==> src/design/assert_macros.svh <==
// Assertion helpers included by the execute unit.
`ifndef ASSERT_MACROS_SVH
`define ASSERT_MACROS_SVH

// Clocked assertion that is switched off while reset is held.
`define ASSERT_CLK_RST(lbl, clk, rstn, prop, msg) \
    lbl: assert property (@(posedge clk) disable iff (!rstn) prop) else $error(msg);

// Clocked assertion that also holds during reset.
`define ASSERT_CLK(lbl, clk, prop, msg) \
    lbl: assert property (@(posedge clk) prop) else $error(msg);

`endif

==> src/design/tiex_ram.sv <==
`default_nettype none
module tiex_ram #(
    parameter int WIDTH = 8,
    parameter int DEPTH = 128,
    parameter int AW    = $clog2(DEPTH)
) (
    input  wire logic             clk,
    input  wire logic             we,
    input  wire logic [AW-1:0]    waddr,
    input  wire logic [WIDTH-1:0] wdata,
    input  wire logic [AW-1:0]    raddr,
    output logic      [WIDTH-1:0] rdata
);

    logic [WIDTH-1:0] mem [DEPTH];

    // One write port, one registered read port (old data on a collision).
    always_ff @(posedge clk) begin
        if (we) begin
            mem[waddr] <= wdata;
        end
        rdata <= mem[raddr];
    end

endmodule
`default_nettype wire
==> config.mk <==
export PLATFORM = sky130hd
export DESIGN_NAME = tiex_ram
export DESIGN_NICKNAME = d
export VERILOG_FILES = /design/src/design/assert_macros.svh /design/src/design/tiex_ram.sv
export SDC_FILE = /design/constraint.sdc
export NUM_CORES = 1
export LEC_CHECK = 0
export BUFFER_PORTS_ARGS = -buffer_cell sky130_fd_sc_hd__buf_2
export CORE_ASPECT_RATIO = 0.6
export CORE_UTILIZATION = 30
export CTS_CLUSTER_DIAMETER = 80
export DETAILED_ROUTE_END_ITERATION = 12
export PLACE_DENSITY = 0.46
export REMOVE_ABC_BUFFERS = 1
export SLEW_MARGIN = 5
export SYNTH_ARGS = -nofsm -noshare
export SYNTH_HDL_FRONTEND = slang
export SYNTH_SLANG_ARGS = --single-unit
export TNS_END_PERCENT = 30
==> constraint.sdc <==
create_clock -name clk -period 3.9 [get_ports clk]
set_clock_uncertainty 0.1 [all_clocks]
set_input_delay 0.78 -clock clk [delete_from_list [all_inputs] [get_ports clk]]
set_output_delay 0.78 -clock clk [all_outputs]
set_load 0.02 [all_outputs]
==> reports/summary.txt <==
Router iterations before antenna repair - 5
LEAKAGE - 0.0143 uW
Number of global-route vias before repair - 18,529
Clock buffer count from CTS - 93
Design area - 46,400 um^2
Status - finished with violations
Post-cts gate resize count - 0
Sw Share - 21.4%
Via density - 5.08
Post-Syn Area - 39,700 um^2
Gate power share - 5.7%
Die height - 284 um
Min cycle time layout - 3.05 ns
Internal - 18,100 uW
Worst path cell trace - buf_8 -> buf_12 -> buf_4 -> buf_4 -> mux4_2 -> mux4_2 -> mux4_2 -> mux2_2
Fin crit share - 78.2%
Clock tree buffer depth - 3
Fmax - 328 MHz
Crit path largest cell delay - 0.57 ns
Worst endpoint required time - 4.37 ns
Cell Rows - 102
Area after DPL - 43,300 um^2
I/O pin cnt - 32
Via Count - 18,555
Worst Tran Pin Value - 1.04 ns
Max-Cap Viols - 0
DRC violations left - 0
GR Overflow Total - 0
CP Launch Type - input port
Cells after Synth - 1,635
Peak VDD IR - 0.358 mV
Sw power - 4920 uW
Crit path DAT - 3.52 ns
CTS H-tree depth - 3
Most frequent cell on the critical path - mux4_2
Max stage delay cell, worst path - mux4_2
Area grow syn2layout - 16.9%
CTS root buf - clkbuf_16
Rel. slew slack - 30.3%
Hold-fix buffers, CTS - 0
Yosys cell types - 17
Mean Syn Cell Area - 24.3 um^2
Initial Util - 30.5%
Most area-hungry cell type in the Yosys netlist - edfxtp_1
Non-Filler Instances - 3,651
Dpl hpwl - 70.1 mm
Failing checks - antenna violations
I/O Buffers - 31
Multi-input gate area - 8360 um^2
CTS sink count - 1,032
Clk pwr share - 40.9%
Worst reg-to-reg path cell count - 4
FF+latch area - 30,900 um^2
Final setup viols - 0
Ys Warns - 0
Synthesized flop and latch total - 1,032
Dpl cells - 3,476
WHS Path Cells - 2
Setup_tns - 0 ns
Area contributors post-synth - edfxtp_1 78%, mux4_2 19%, nor2_1 1.2%, clkbuf_1 0.42%, dfxtp_1 0.40%
Flop-to-flop setup slack - 1.35 ns
Total core area - 130,000 um^2
CP Class - input port to flop
Initial antenna violation count - 24
Gpl congestion - 0.803
PD cells - 495 nW/um^2
CTS tree - yes
GRT Util Overall - 16.5%
Routed Wire Length - 109 mm
Yosys top cell area share - 77.5%
Largest net degree at the start of global routing - 89
Post-DR wirelength/cell - 30.0 um
Final nets - 1,879
FILL cells - 11,792
Hold WS - 0.506 ns
Ratio of cells with drive above 1 in the final layout - 36.2%
First-pass GRT wire length - 153 mm
Max Transition Viols Final - 0
RSZ-0062 raised after global routing - no
Full die area - 134,000 um^2
Sequential share of power - 53.4%
CTS clk-pin slew, worst paths - 0.07 ns
Initial drt markers - 2,207
Final Hold Viols - 0
Hold Crit Class - input port to flop
Register area share after synthesis - 77.9%
Die width - 471 um
Routed Antenna Nets - 1
Setup crit end kind - flop
Setup Fix Bufs, Post-CTS - 0
Worst-Skew Late Latency - 0.69 ns
CP max FO - 20
layer usage:
metal	track usage, %	vias up	part of all wire (%)
li1	-	7471	-
met1	26.3	10293	49
met2	20.9	682	39
met3	6.08	101	11
met4	3.27	8	1.5
met5	0	-	0.038
sequential cells by signal, summed over array words and instances (netlist names):
name	cells
rdata	8
mem	1024
Yosys cell counts, drive strengths merged:
cell type	n
dfxtp	8
or3	1
nor2	122
nand2	14
edfxtp	1024
nand2b	2
nor3	9
nand4	3
mux4	336
nand3	12
buf	45
nor2b	7
clkbuf	44
mux2	8
power by group through the flow:
stage | clock network [uW] | logic, uW | registers [uW]
after floorplan | 0 | 470 | 12500
after global placement | 0 | 1310 | 12500
after detailed placement | 0 | 1330 | 12500
after CTS | 9620 | 1330 | 12300
after global routing | 10000 | 1390 | 12300
final | 9390 | 1310 | 12300
path summary, 6_finish.rpt:
| path | from | end |
|---|---|---|
| max | raddr[0] | rdata[7]$_DFF_P_ |
| min | raddr[5] | rdata[3]$_DFF_P_ |
| max reg2reg | mem[66][3]$_DFFE_PP_ | rdata[3]$_DFF_P_ |
| min reg2reg | mem[44][3]$_DFFE_PP_ | rdata[3]$_DFF_P_ |
placed cells by master, fill, tap and decap left out, drive strengths merged:
master	Yosys	routed
clkinv	0	32
or3	1	1
dfxtp	8	8
clkbuf	44	117
nand2	14	14
clkinvlp	0	5
nand3	12	12
bufinv	0	12
edfxtp	1024	1024
inv	0	2
buf	45	214
nor2b	7	7
diode	0	7
mux4	336	336
nand4	3	3
nor2	122	122
nor3	9	9
nand2b	2	2
mux2	8	8
kinds of logic after synthesis:
family | after synthesis | synth area share [%]
multiplexers | 344 | 19.3
flip-flops | 1032 | 77.9
buffers and inverters | 89 | 1.01
AND/OR/NAND/NOR | 170 | 1.76
cell type report:
| class | count | share of cell area [%] |
|---|---|---|
| Sequential cell | 1032 | 66.6 |
| Clock inverter | 51 | 1.23 |
| Multi-Input combinational cell | 514 | 18.0 |
| Timing Repair Buffer | 214 | 4.09 |
| Antenna cell | 7 | 0.0378 |
| Tap cell | 1716 | 4.63 |
| Clock buffer | 117 | 5.35 |
worst max-delay path, delay by kind of cell:
| kind | cells | cell delay (ns) |
|---|---|---|
| buffers and inverters | 4 | 0.86 |
| multiplexers | 4 | 1.83 |
stage by stage:
step,setup WS [ns],power [uW],util [%]
after floorplan,1.27,13000,-
after global placement,0.0695,13800,33.3
after detailed placement,0.0764,13800,33.3
after CTS,0.832,23200,35.7
after global routing,0.771,23700,35.7
final,0.851,23000,35.7
(Power assumes the default switching activity.)
